File: config.mk
export PLATFORM = sky130hd
export DESIGN_NAME = bmhq_cell
export DESIGN_NICKNAME = d
export VERILOG_FILES = /design/src/rtl/core/bmhq_pkg.sv /design/src/rtl/core/bmhq_cell.sv
export SDC_FILE = /design/constraint.sdc
export NUM_CORES = 1
export LEC_CHECK = 0
export BUFFER_PORTS_ARGS = -buffer_cell sky130_fd_sc_hd__buf_2
export CAP_MARGIN = 40
export CORE_UTILIZATION = 45
export CTS_CLUSTER_SIZE = 24
export DETAILED_ROUTE_END_ITERATION = 7
export GPL_ROUTABILITY_DRIVEN = 1
export PLACE_DENSITY = 0.94
export SETUP_SLACK_MARGIN = 0.4
export SYNTH_ARGS = -nofsm -noshare
export SYNTH_HDL_FRONTEND = slang
export SYNTH_SLANG_ARGS = --single-unit
export TNS_END_PERCENT = 5
File: constraint.sdc
create_clock -name clock -period 6 [get_ports clock]
set_input_delay 0.9 -clock clock [delete_from_list [all_inputs] [get_ports clock]]
set_output_delay 0.9 -clock clock [all_outputs]
set_load 0.03 [all_outputs]
File: src/rtl/core/bmhq_pkg.sv
// ----------------------------------------------------------------------------
// bmhq_pkg
// Shared types and constants for the min-heap priority queue: key width,
// default capacity, command and status codes, and the control word that
// the top level broadcasts to every storage cell.
// ----------------------------------------------------------------------------
package bmhq_pkg;

   localparam int KEY_W          = 32;
   localparam int OCC_W          = 7;
   localparam int STATUS_W       = 2;
   localparam int HEAP_DEPTH_DEF = 64;

   typedef enum logic {
      CMD_INSERT  = 1'b0,
      CMD_EXTRACT = 1'b1
   } cmd_type;

   typedef enum logic [STATUS_W-1:0] {
      STATUS_OK    = 2'd0,
      STATUS_EMPTY = 2'd1,
      STATUS_FULL  = 2'd2
   } status_type;

   // Operation broadcast to the whole cell row at once.
   typedef struct packed {
      logic                    ins;
      logic                    ext;
      logic signed [KEY_W-1:0] key;
   } cell_ctl_type;

endpackage

File: src/rtl/core/bmhq_cell.sv
// ----------------------------------------------------------------------------
// bmhq_cell
// One slot of the sorted key row. On insert the slot keeps its key, takes
// the new key, or takes its lower neighbor's key; on extract it takes its
// upper neighbor's key.
// ----------------------------------------------------------------------------
module bmhq_cell #(
   parameter int CNT_W = 7,
   parameter int IDX   = 0
) (
   input  logic                              clock,
   input  bmhq_pkg::cell_ctl_type            ctl,
   input  logic [CNT_W-1:0]                  count,
   input  logic                              prev_lt,
   input  logic signed [bmhq_pkg::KEY_W-1:0] prev_val,
   input  logic signed [bmhq_pkg::KEY_W-1:0] next_val,
   output logic                              lt,
   output logic signed [bmhq_pkg::KEY_W-1:0] val
);

   logic signed [bmhq_pkg::KEY_W-1:0] val_ff;
   logic signed [bmhq_pkg::KEY_W-1:0] val_in;
   logic                              occupied;

   // An empty slot acts as plus infinity, so the row stays sorted.
   assign occupied = count > CNT_W'(IDX);
   assign lt       = !occupied || (ctl.key < val_ff);
   assign val      = val_ff;

   always_comb begin
      val_in = val_ff;
      if (ctl.ins) begin
         if (prev_lt) begin
            val_in = prev_val;
         end else if (lt) begin
            val_in = ctl.key;
         end
      end else if (ctl.ext) begin
         val_in = next_val;
      end
   end

   always_ff @(posedge clock) begin
      val_ff <= val_in;
   end

endmodule

After elaboration in Yosys (flattened, before gate mapping)
Index checks and enable logic that the tools add are counted.
{ "totals": {"in_bits": 107, "reg_bits": 32, "output_inout_bits": 33, "elab_cells": 12} }
{ "op_classes": {"n_lt_le_gt_ge": 2, "n_mux": 4, "n_eq_ne": 1, "reduce_logical": 4} }
{ "op_table": {"columns": ["cell", "count"], "rows": [
  ["$mux 32", 4],
  ["$lt 32x32->1", 1],
  ["$gt 7x1->1 const B", 1],
  ["$ne 3x1->1 const B", 1],
  ["$reduce_and 2->1", 1],
  ["$reduce_bool 2->1", 1],
  ["$logic_not 1->1", 1],
  ["$logic_or 1x1->1", 1]
]} }

Longest topological paths before layout
Gate-level depths: netlist of run 1.
{ "logic_depth": {"depth_word": 6, "mapped_depth": 8, "ltp_nobuf": 8} }

Least setup slack after synthesis of run 1
Ideal clock, no wire load.
{ "synth_timing": {"kind": "input-to-reg", "start": "input ctl[2] (netlist name)", "end": "register val_ff, in the netlist val[0] (enable)", "arrival_ps": 4211, "path_buffers": 0, "setup_time_ps": 461, "path_slack_ps": 1328, "stages": 7, "required_ps": 5539, "path_cell_list": "ha_1 -> a211o_1 -> a31oi_1 -> o311a_1 -> o41a_1 -> o31ai_1 -> nor3_1"} }
{ "synth_between": {"elab_chain_len": 4} }
{ "synth_lines": {"columns": ["element", "line", "source"], "rows": [
  ["start, declared", "bmhq_cell.sv:12", "input bmhq_pkg::cell_ctl_type ctl,"],
  ["$lt 32x32->1", "bmhq_cell.sv:27", "assign lt = !occupied || (ctl.key < val_ff);"],
  ["$logic_or 1x1->1", "bmhq_cell.sv:27", null],
  ["$ne 3x1->1 (no source line)", null, null],
  ["$reduce_and 2->1 (no source line)", null, null],
  ["end signal, assigned", "bmhq_cell.sv:44", "val_ff <= val_in;"],
  ["end, declared", "bmhq_cell.sv:21", "logic signed [bmhq_pkg::KEY_W-1:0] val_ff;"]
]} }
No other way between the ends.
A chain may end at the register's enable or synchronous reset.

Worst setup path after layout of run 1
{ "layout_timing": {"start": "input ctl[23] (netlist name)", "end": "output lt"} }
{ "layout_between": {"elab_chain_len": 2} }
{ "layout_lines": {"columns": ["element", "line", "source"], "rows": [
  ["$lt 32x32->1", "bmhq_cell.sv:27", null],
  ["$logic_or 1x1->1", "bmhq_cell.sv:27", null],
  ["end, declared", "bmhq_cell.sv:17", "output logic lt,"]
]} }
No other way between the ends.

==> results of run 1 <==
==> power breakdown <==
group          total (µW)  switching, µW  internal (µW)
Clock                 145           70.2           74.6
Combinational         273            166            106
Sequential            295           12.8            282
==> layout by cell type (no fill, tap or decap) <==
cell type / count
o21a_1: 1
nand2_1: 9
buf_4: 1
nand3_1: 2
edfxtp_1: 32
nand4_1: 7
o311a_1: 1
a2bb2oi_1: 1
and2_1: 1
a21o_2: 1
nor4_1: 1
or4_1: 1
buf_16: 1
nor3_2: 1
ha_1: 31
o41a_1: 1
nor3b_1: 1
clkbuf_8: 5
o31ai_1: 1
buf_12: 1
nor2_1: 35
o21ai_0: 4
a211o_1: 1
nor3_1: 2
or2b_2: 1
a31oi_1: 1
a221oi_1: 1
buf_2: 139
o21ba_1: 1
nand4b_1: 1
inv_1: 32
a21oi_1: 47
mux2i_1: 33
==> routing by layer <==
metal,wire [µm],GRT usage
met5,0,0
met2,3490,0.456
met1,2540,0.247
met4,96,0.0615
met3,354,0.0527
==> final cells by class <==
cell class | count | area (µm²) | area share
sequential | 32 | 961 | 0.288
timing repair buffer | 142 | 751 | 0.225
multi-input combinational | 187 | 1350 | 0.404
inverter | 32 | 120 | 0.0360
tap | 70 | 87.6 | 0.0263
clock buffer | 5 | 68.8 | 0.0206
==> synthesized netlist by cell type, types with 3 or more instances <==
| cell type | count | area, µm² |
|---|---|---|
| a21oi_1 | 47 | 235 |
| nor2_1 | 35 | 131 |
| mux2i_1 | 33 | 330 |
| edfxtp_1 | 32 | 961 |
| inv_1 | 32 | 120 |
| ha_1 | 31 | 388 |
| nand2_1 | 9 | 33.8 |
| clkbuf_1 | 8 | 30.0 |
| nand4_1 | 7 | 43.8 |
| o21ai_0 | 4 | 20.0 |
| buf_2 | 3 | 15.0 |
| nor3_1 | 3 | 15.0 |
==> cell families after synthesis <==
group                    count (synthesis)
AND/OR/NAND/NOR                         62
AO/OA/AOI/OAI                           61
buffers and inverters                   43
multiplexers                            33
flip-flops                              32
adder cells (fa/ha/maj)                 31
==> final timing paths <==
check	from	slack [ps]	end
min	next_val[22]	940	val[22]$_DFFE_PP_
max	ctl[23]	2330	lt
max reg2reg	val[2]$_DFFE_PP_	3420	val[5]$_DFFE_PP_
min reg2reg	val[31]$_DFFE_PP_	1320	val[1]$_DFFE_PP_
==> worst min-delay path, delay by kind of cell <==
kind,cells,cell delay (ps)
AOI/OAI and AO/OA,1,100
buffers and inverters,1,80
and+or+nand+nor,1,30
==> through the flow <==
step,util,hold WS (ps),power [µW],cell area (µm²)
3_5_place_dp,0.627,1220,572,3260
2_1_floorplan,-,1130,472,2470
4_1_cts,0.640,932,720,3330
5_1_grt,0.640,934,758,3330
3_3_place_gp,0.618,1220,556,3220
6_report,0.640,938,712,3330
==> results_dict.tcl, run 1 <==
set metrics [dict create \
    syn-num-nets 400 \
    skew_ps 6.49 \
    drtAntennaViolNets 0 \
    async_reset_ff_frac 0 \
    post_cts_buffers 0 \
    crit_path_frequent_cell "buf_2" \
    power.density_nw_per_um2 214 \
    finalSetupTns_ps 0 \
    fin_crit_sh 0.612 \
    post-place-ws_ps 2350 \
    synth_edf_count 32 \
    worstPathArrival_ps 2770 \
    crit_cells 9 \
    fin_ws_ps 2330 \
    synthXorXnorAreaFrac 0 \
    drt_iter0_markers 66 \
    diodes 0 \
    ctsHoldBuffers 0 \
    num_rows 26 \
    htreeDepth 2 \
    clock-sinks 32 \
    setup_viol 0 \
    drv_slew 0 \
    synth.cell_area_um2 2470 \
    cts_buffers 5 \
    min_period_ps 3670 \
    path_delay_family "compound AO/OA/AOI/OAI gates" \
    rsz0062_at_grt "no" \
    final_cells 468 \
    synth-seq-cells 32 \
    synth_adder_area_share 0.157 \
    synth_top_family_by_area "adder cells" \
    ctsResizeCount 0 \
    die_area_um2 5780 \
    drive_above_1_share 0.377 \
    ir_worst_vdd_uv 128 \
    clk_pin_slew_ps 60 \
    max_stage_delay_ps 430 \
    grt_antenna_before_repair 0 \
    finalHoldViolCount 0 \
    cap_violations 0 \
    yosys_warnings 0 \
    grt_max_degree 40 \
    totalWireLength_um 6490 \
    worstRegToRegCells 9 \
    num_vias 2412 \
    worstPathRequired_ps 5100 \
    status "complete, no violations" \
    critPathCaptureType "output pin" \
    synthFlopType "edfxtp_1" \
    power_leakage_uw 0.00176 \
    syn_avg_cell_area_um2 9.41 \
    worstSkewPairLatency_ps 280 \
    largest_register_ffs 32 \
    core_area_um2 5200 \
    start_util 0.474 \
    crit_path_max_fanout 3 \
    synth_compound_area_frac 0.139 \
    wl_per_cell_um 13.9 \
    cts.path.max_buffers 2 \
    dp.cells 463 \
    first_pass_iters 4 \
    routed_via_density 5.15 \
    overflow 0 \
    yosysSeqAreaShare 0.390 \
    dp_hpwl_um 5350 \
    slowest_stage "a221oi_1" \
    start_kind "input pin" \
    critPathKind "input pin to output pin" \
    nFillCells 442 \
    grt_pass1_vias 2462 \
    cts_tree "built" \
    fin_nets 538 \
    gp_congestion 0.784 \
    worstHoldPathType "input pin to flop" \
    drc 0 \
    max_clock_freq_ghz 0.273 \
    synth_cell_types 29 \
    grt_pass1_wl_um 10600 \
    portBuffers 139 \
    path_cells "buf_2, ha_1, a21oi_1, o21ai_0, a221oi_1, nand2_1, o21ba_1, mux2i_1, buf_2" \
    synth_mux_area_frac 0.134 \
    root_buffer "clkbuf_8" \
    maxSlewHeadroom 0.660 \
    hold_depth 3 \
    syn2layout_area_growth_pct 35.2 \
    synth-simple-area-share 0.113 \
    synthCells 262 \
    path_buf_inv 2 \
    worstMarginPinSlew_ps 510 \
    grt_usage 0.233 \
    num_io_pins 140 \
    die_h_um 76.0 \
    dieWidth_um 76.0 \
]
No activity file was read; power rests on OpenSTA's default activity.
==> inputs of run 2 (changes only) <==
Clock period 6 ns to 3.8 ns, I/O delays scaled along.
==> run 2 against run 1 <==
Net effect: via count rose by 1.2%; final cell count rose by 0.43%; global-route usage rose by 0.32 points; register-to-register slack got worse by 2300 ps; sequential power rose by 58%; sequential share of layout area rose by 0.16 points.
==> results_dict.tcl, run 2 (synthesis gave the netlist of run 1 again) <==
set metrics [dict create \
    core_area_um2 5200 \
    hold_depth 3 \
    fin_nets 538 \
    finalHoldViolCount 0 \
    worstSkewPairLatency_ps 280 \
    drtAntennaViolNets 0 \
    drive_above_1_share 0.375 \
    drv_slew 0 \
    nFillCells 414 \
    routed_via_density 5.19 \
    worstPathRequired_ps 3230 \
    num_vias 2441 \
    path_buf_inv 2 \
    portBuffers 139 \
    gp_congestion 0.814 \
    status "complete, no violations" \
    start_util 0.474 \
    drt_iter0_markers 63 \
    finalSetupTns_ps 0 \
    cap_violations 0 \
    final_cells 470 \
    power.density_nw_per_um2 342 \
    crit_path_frequent_cell "buf_2" \
    diodes 0 \
    num_io_pins 140 \
    final_common_cell "buf_2" \
    totalWireLength_um 6540 \
    post_cts_buffers 0 \
    first_pass_iters 4 \
    critPathCaptureType "output pin" \
    ir_worst_vdd_uv 242 \
    ctsResizeCount 0 \
    cts_buffers 5 \
    die_area_um2 5780 \
    syn2layout_area_growth_pct 34.4 \
    start_kind "input pin" \
    slowest_stage "a221oi_1" \
    path_cells "buf_2, ha_1, a21oi_1, o21ai_0, a221oi_1, nand2_1, o21ba_1, mux2i_1, buf_2" \
    worstMarginPinSlew_ps 497 \
    worstRegToRegCells 8 \
    crit_path_max_fanout 3 \
    drc 0 \
    power_leakage_uw 0.00175 \
    cts_tree "built" \
    worstPathArrival_ps 2460 \
    max_stage_delay_ps 440 \
    grt_usage 0.236 \
    critPathKind "input pin to output pin" \
    grt_pass1_wl_um 10800 \
    crit_cells 9 \
    clk_pin_slew_ps 60 \
    maxSlewHeadroom 0.668 \
    grt_max_degree 52 \
    ctsHoldBuffers 0 \
    dieWidth_um 76.0 \
    grt_antenna_before_repair 0 \
    clock-sinks 32 \
    path_delay_family "compound AO/OA/AOI/OAI gates" \
    grt_pass1_vias 2535 \
    die_h_um 76.0 \
    wl_per_cell_um 13.9 \
    root_buffer "clkbuf_8" \
    overflow 0 \
    setup_viol 0 \
    cts.path.max_buffers 2 \
    htreeDepth 2 \
    largest_register_ffs 32 \
    skew_ps 6.24 \
    dp_hpwl_um 5300 \
    min_period_ps 3030 \
    rsz0062_at_grt "no" \
    worstHoldPathType "input pin to flop" \
    num_rows 26 \
    dp.cells 463 \
    fin_crit_sh 0.798 \
    final_cell_mix "139 x buf_2, 47 x a21oi_1, 35 x nor2_1" \
    max_clock_freq_ghz 0.330 \
]
-- run 2: cell count changes in the layout (fill, tap and decap cells not counted) --
cell,before,now
buf_16,1,0
buf_4,1,3
nor3_2,1,0
clkinv_1,0,2
nor3_4,0,1
buf_12,1,0
-- run 2: report_power, final --
part	leakage (µW)	internal, µW	switching, µW
Sequential	0.000315	445	19.7
Combinational	0.00140	165	263
Clock	0.0000391	121	119
-- run 2: metrics by stage --
stage,utilization,hold WS (ps),worst slack (ps),instance area [µm²],total power [µW]
global route,0.637,598,639,3310,1210
detailed placement,0.622,895,785,3240,902
global placement,0.622,883,824,3240,881
floorplan,-,796,427,2470,745
finish,0.637,606,767,3310,1130
CTS,0.637,596,766,3310,1140
-- run 2: final timing paths --
path | start | slack [ps] | end
min | next_val[25] | 610 | val[25]$_DFFE_PP_
min reg2reg | val[31]$_DFFE_PP_ | 1420 | val[16]$_DFFE_PP_
max reg2reg | val[7]$_DFFE_PP_ | 1130 | val[8]$_DFFE_PP_
max | ctl[23] | 770 | lt
-- run 2: final cells by class --
type | instances | area (µm²) | area share
Multi-Input combinational cell | 187 | 1350 | 0.408
Inverter | 32 | 120 | 0.0362
Sequential cell | 32 | 961 | 0.290
Timing Repair Buffer | 142 | 718 | 0.217
Tap cell | 70 | 87.6 | 0.0264
Clock buffer | 5 | 68.8 | 0.0208
Clock inverter | 2 | 7.51 | 0.00227
-- run 2: per-layer routing --
metal / vias up / share of wire / track usage
li1: 1218 / - / -
met1: 1118 / 0.40 / 0.244
met2: 93 / 0.53 / 0.457
met3: 12 / 0.056 / 0.0587
met4: 0 / 0.016 / 0.0827
met5: - / 0 / 0
-- run 2: worst min-delay path, delay by kind of cell --
kind                   cells  cell delay [ps]
buffers and inverters      1               70
and+or+nand+nor            1               30
AOI/OAI and AO/OA          1               90
==> inputs of run 3 (changes only) <==
Clock period 3.8 ns to 2.8 ns, I/O delays scaled along.
==> run 3 against run 2 <==
Net effect: sequential power up 36%; worst hold slack worse by 140 ps; total power up 42%; setup slack worse by 720 ps; clock-buffer cell count unchanged; clock power rose by 36%; global-route usage is 0.37 points lower; final area up 5.5%; clock skew up 5.8 ps; critical endpoint unchanged; largest power group is now combinational cells.
==> results_dict.tcl, run 3 (synthesis gave the netlist of run 1 again) <==
set metrics [dict create \
    root_buffer "clkbuf_8" \
    grt_max_degree 41 \
    largest_register_ffs 32 \
    dp_hpwl_um 5370 \
    drt_iter0_markers 28 \
    routed_via_density 5.14 \
    crit_path_max_fanout 2 \
    min_period_ps 2750 \
    portBuffers 139 \
    start_util 0.474 \
    htreeDepth 2 \
    totalWireLength_um 6630 \
    drc 0 \
    core_area_um2 5200 \
    max_clock_freq_ghz 0.363 \
    reg2reg_slack_ps 420 \
    cts.path.max_buffers 2 \
    wl_per_cell_um 13.8 \
    cap_violations 0 \
    gp_congestion 0.829 \
    cts_tree "built" \
    critPathKind "flop to output pin" \
    power.density_nw_per_um2 459 \
    p_total_uw 1600 \
    path_buf_inv 2 \
    drv_slew 0 \
    drive_above_1_share 0.420 \
    nFillCells 414 \
    clock-sinks 32 \
    status "complete, no violations" \
    slowest_stage "edfxtp_1" \
    worstSkewPairLatency_ps 280 \
    clk_pin_slew_ps 70 \
    num_rows 26 \
    final_common_cell "buf_2" \
    rsz0062_at_grt "yes" \
    seqCellArea_um2 961 \
    worstMarginPinSlew_ps 485 \
    path_delay_family "compound AO/OA/AOI/OAI gates" \
    grt_pass1_wl_um 10900 \
    dieWidth_um 76.0 \
    finalHoldViolCount 0 \
    final_cell_mix "138 x buf_2, 44 x a21oi_1, 35 x nor2_1" \
    skew_ps 12.1 \
    grt_pass1_vias 2599 \
    first_pass_iters 4 \
    setup_viol 0 \
    maxSlewHeadroom 0.677 \
    worstPathRequired_ps 2380 \
    ir_worst_vdd_uv 275 \
    syn2layout_area_growth_pct 41.8 \
    overflow 0 \
    worstHoldPathType "input pin to flop" \
    grt_antenna_before_repair 0 \
    fin_ws_ps 48.5 \
    num_io_pins 140 \
    grt_usage 0.232 \
    fin_crit_sh 0.983 \
    diodes 0 \
    cts_buffers 5 \
    critPathCaptureType "output pin" \
    fin_nets 548 \
    worstPathArrival_ps 2330 \
    utilization 0.672 \
    die_h_um 76.0 \
    drtAntennaViolNets 0 \
    path_cells "inv_2, ha_4, nand4_1, o311a_1, o41a_1, o21ba_1, mux2i_1, buf_4" \
    num_vias 2469 \
    multi_input_area_um2 1430 \
    die_area_um2 5780 \
    start_kind "flop" \
    power_leakage_uw 0.00181 \
    post-place-ws_ps -318 \
    max_stage_delay_ps 370 \
]
-- run 3: cell count changes in the layout (fill, tap and decap cells not counted), sizes merged --
cell	change
buf	+10
-- run 3: per-stage QoR --
stage	std cells	area [µm²]	hold WS, ps	setup TNS [ps]
CTS	479	3420	454	0
global placement	470	3310	736	-2880
global route	480	3500	463	-77.1
finish	480	3500	463	0
detailed placement	470	3310	747	-7610
floorplan	262	2480	646	-3790
-- run 3: cell type report --
cell class | count | area share
clock buffers | 5 | 0.0197
clock inverters | 2 | 0.00215
inverters | 32 | 0.0343
multi-input cells | 187 | 0.408
flip-flops and latches | 32 | 0.275
well taps | 70 | 0.0250
repair buffers | 152 | 0.236
-- run 3: repair_timing --
action	4_1_cts	5_1_grt
setup buffers	2	1
gates resized for setup	2	12
endpoints found under the setup margin	33	33
endpoints found under the hold margin	0	0
pin swaps	1	3
hold buffers	0	0
-- run 3: worst min-delay path: cells and delay by family --
kind | cells | cell delay [ps]
compound gates | 1 | 100
simple gates | 1 | 30
buf+inv | 1 | 80
-- run 3: final timing paths --
| path | start | end | cells after the start |
|---|---|---|---|
| hold reg to reg | val[31]$_DFFE_PP_ | val[16]$_DFFE_PP_ | 7 |
| hold / removal | next_val[28] | val[28]$_DFFE_PP_ | 3 |
| setup reg to reg | val[30]$_DFFE_PP_ | val[13]$_DFFE_PP_ | 7 |
| setup / recovery | val[5]$_DFFE_PP_ | lt | 8 |
-- run 3: power by group --
group          switching, µW  total [µW]  internal (µW)
sequential              28.1         632            604
clock                    163         327            164
combinational            376         645            270
-- run 3: routing by layer --
| metal | up-vias | share of wire | global-route usage |
|---|---|---|---|
| li1 | 1239 | - | - |
| met1 | 1112 | 0.38 | 0.236 |
| met2 | 100 | 0.54 | 0.450 |
| met3 | 18 | 0.052 | 0.0551 |
| met4 | 0 | 0.026 | 0.0962 |
| met5 | - | 0 | 0 |
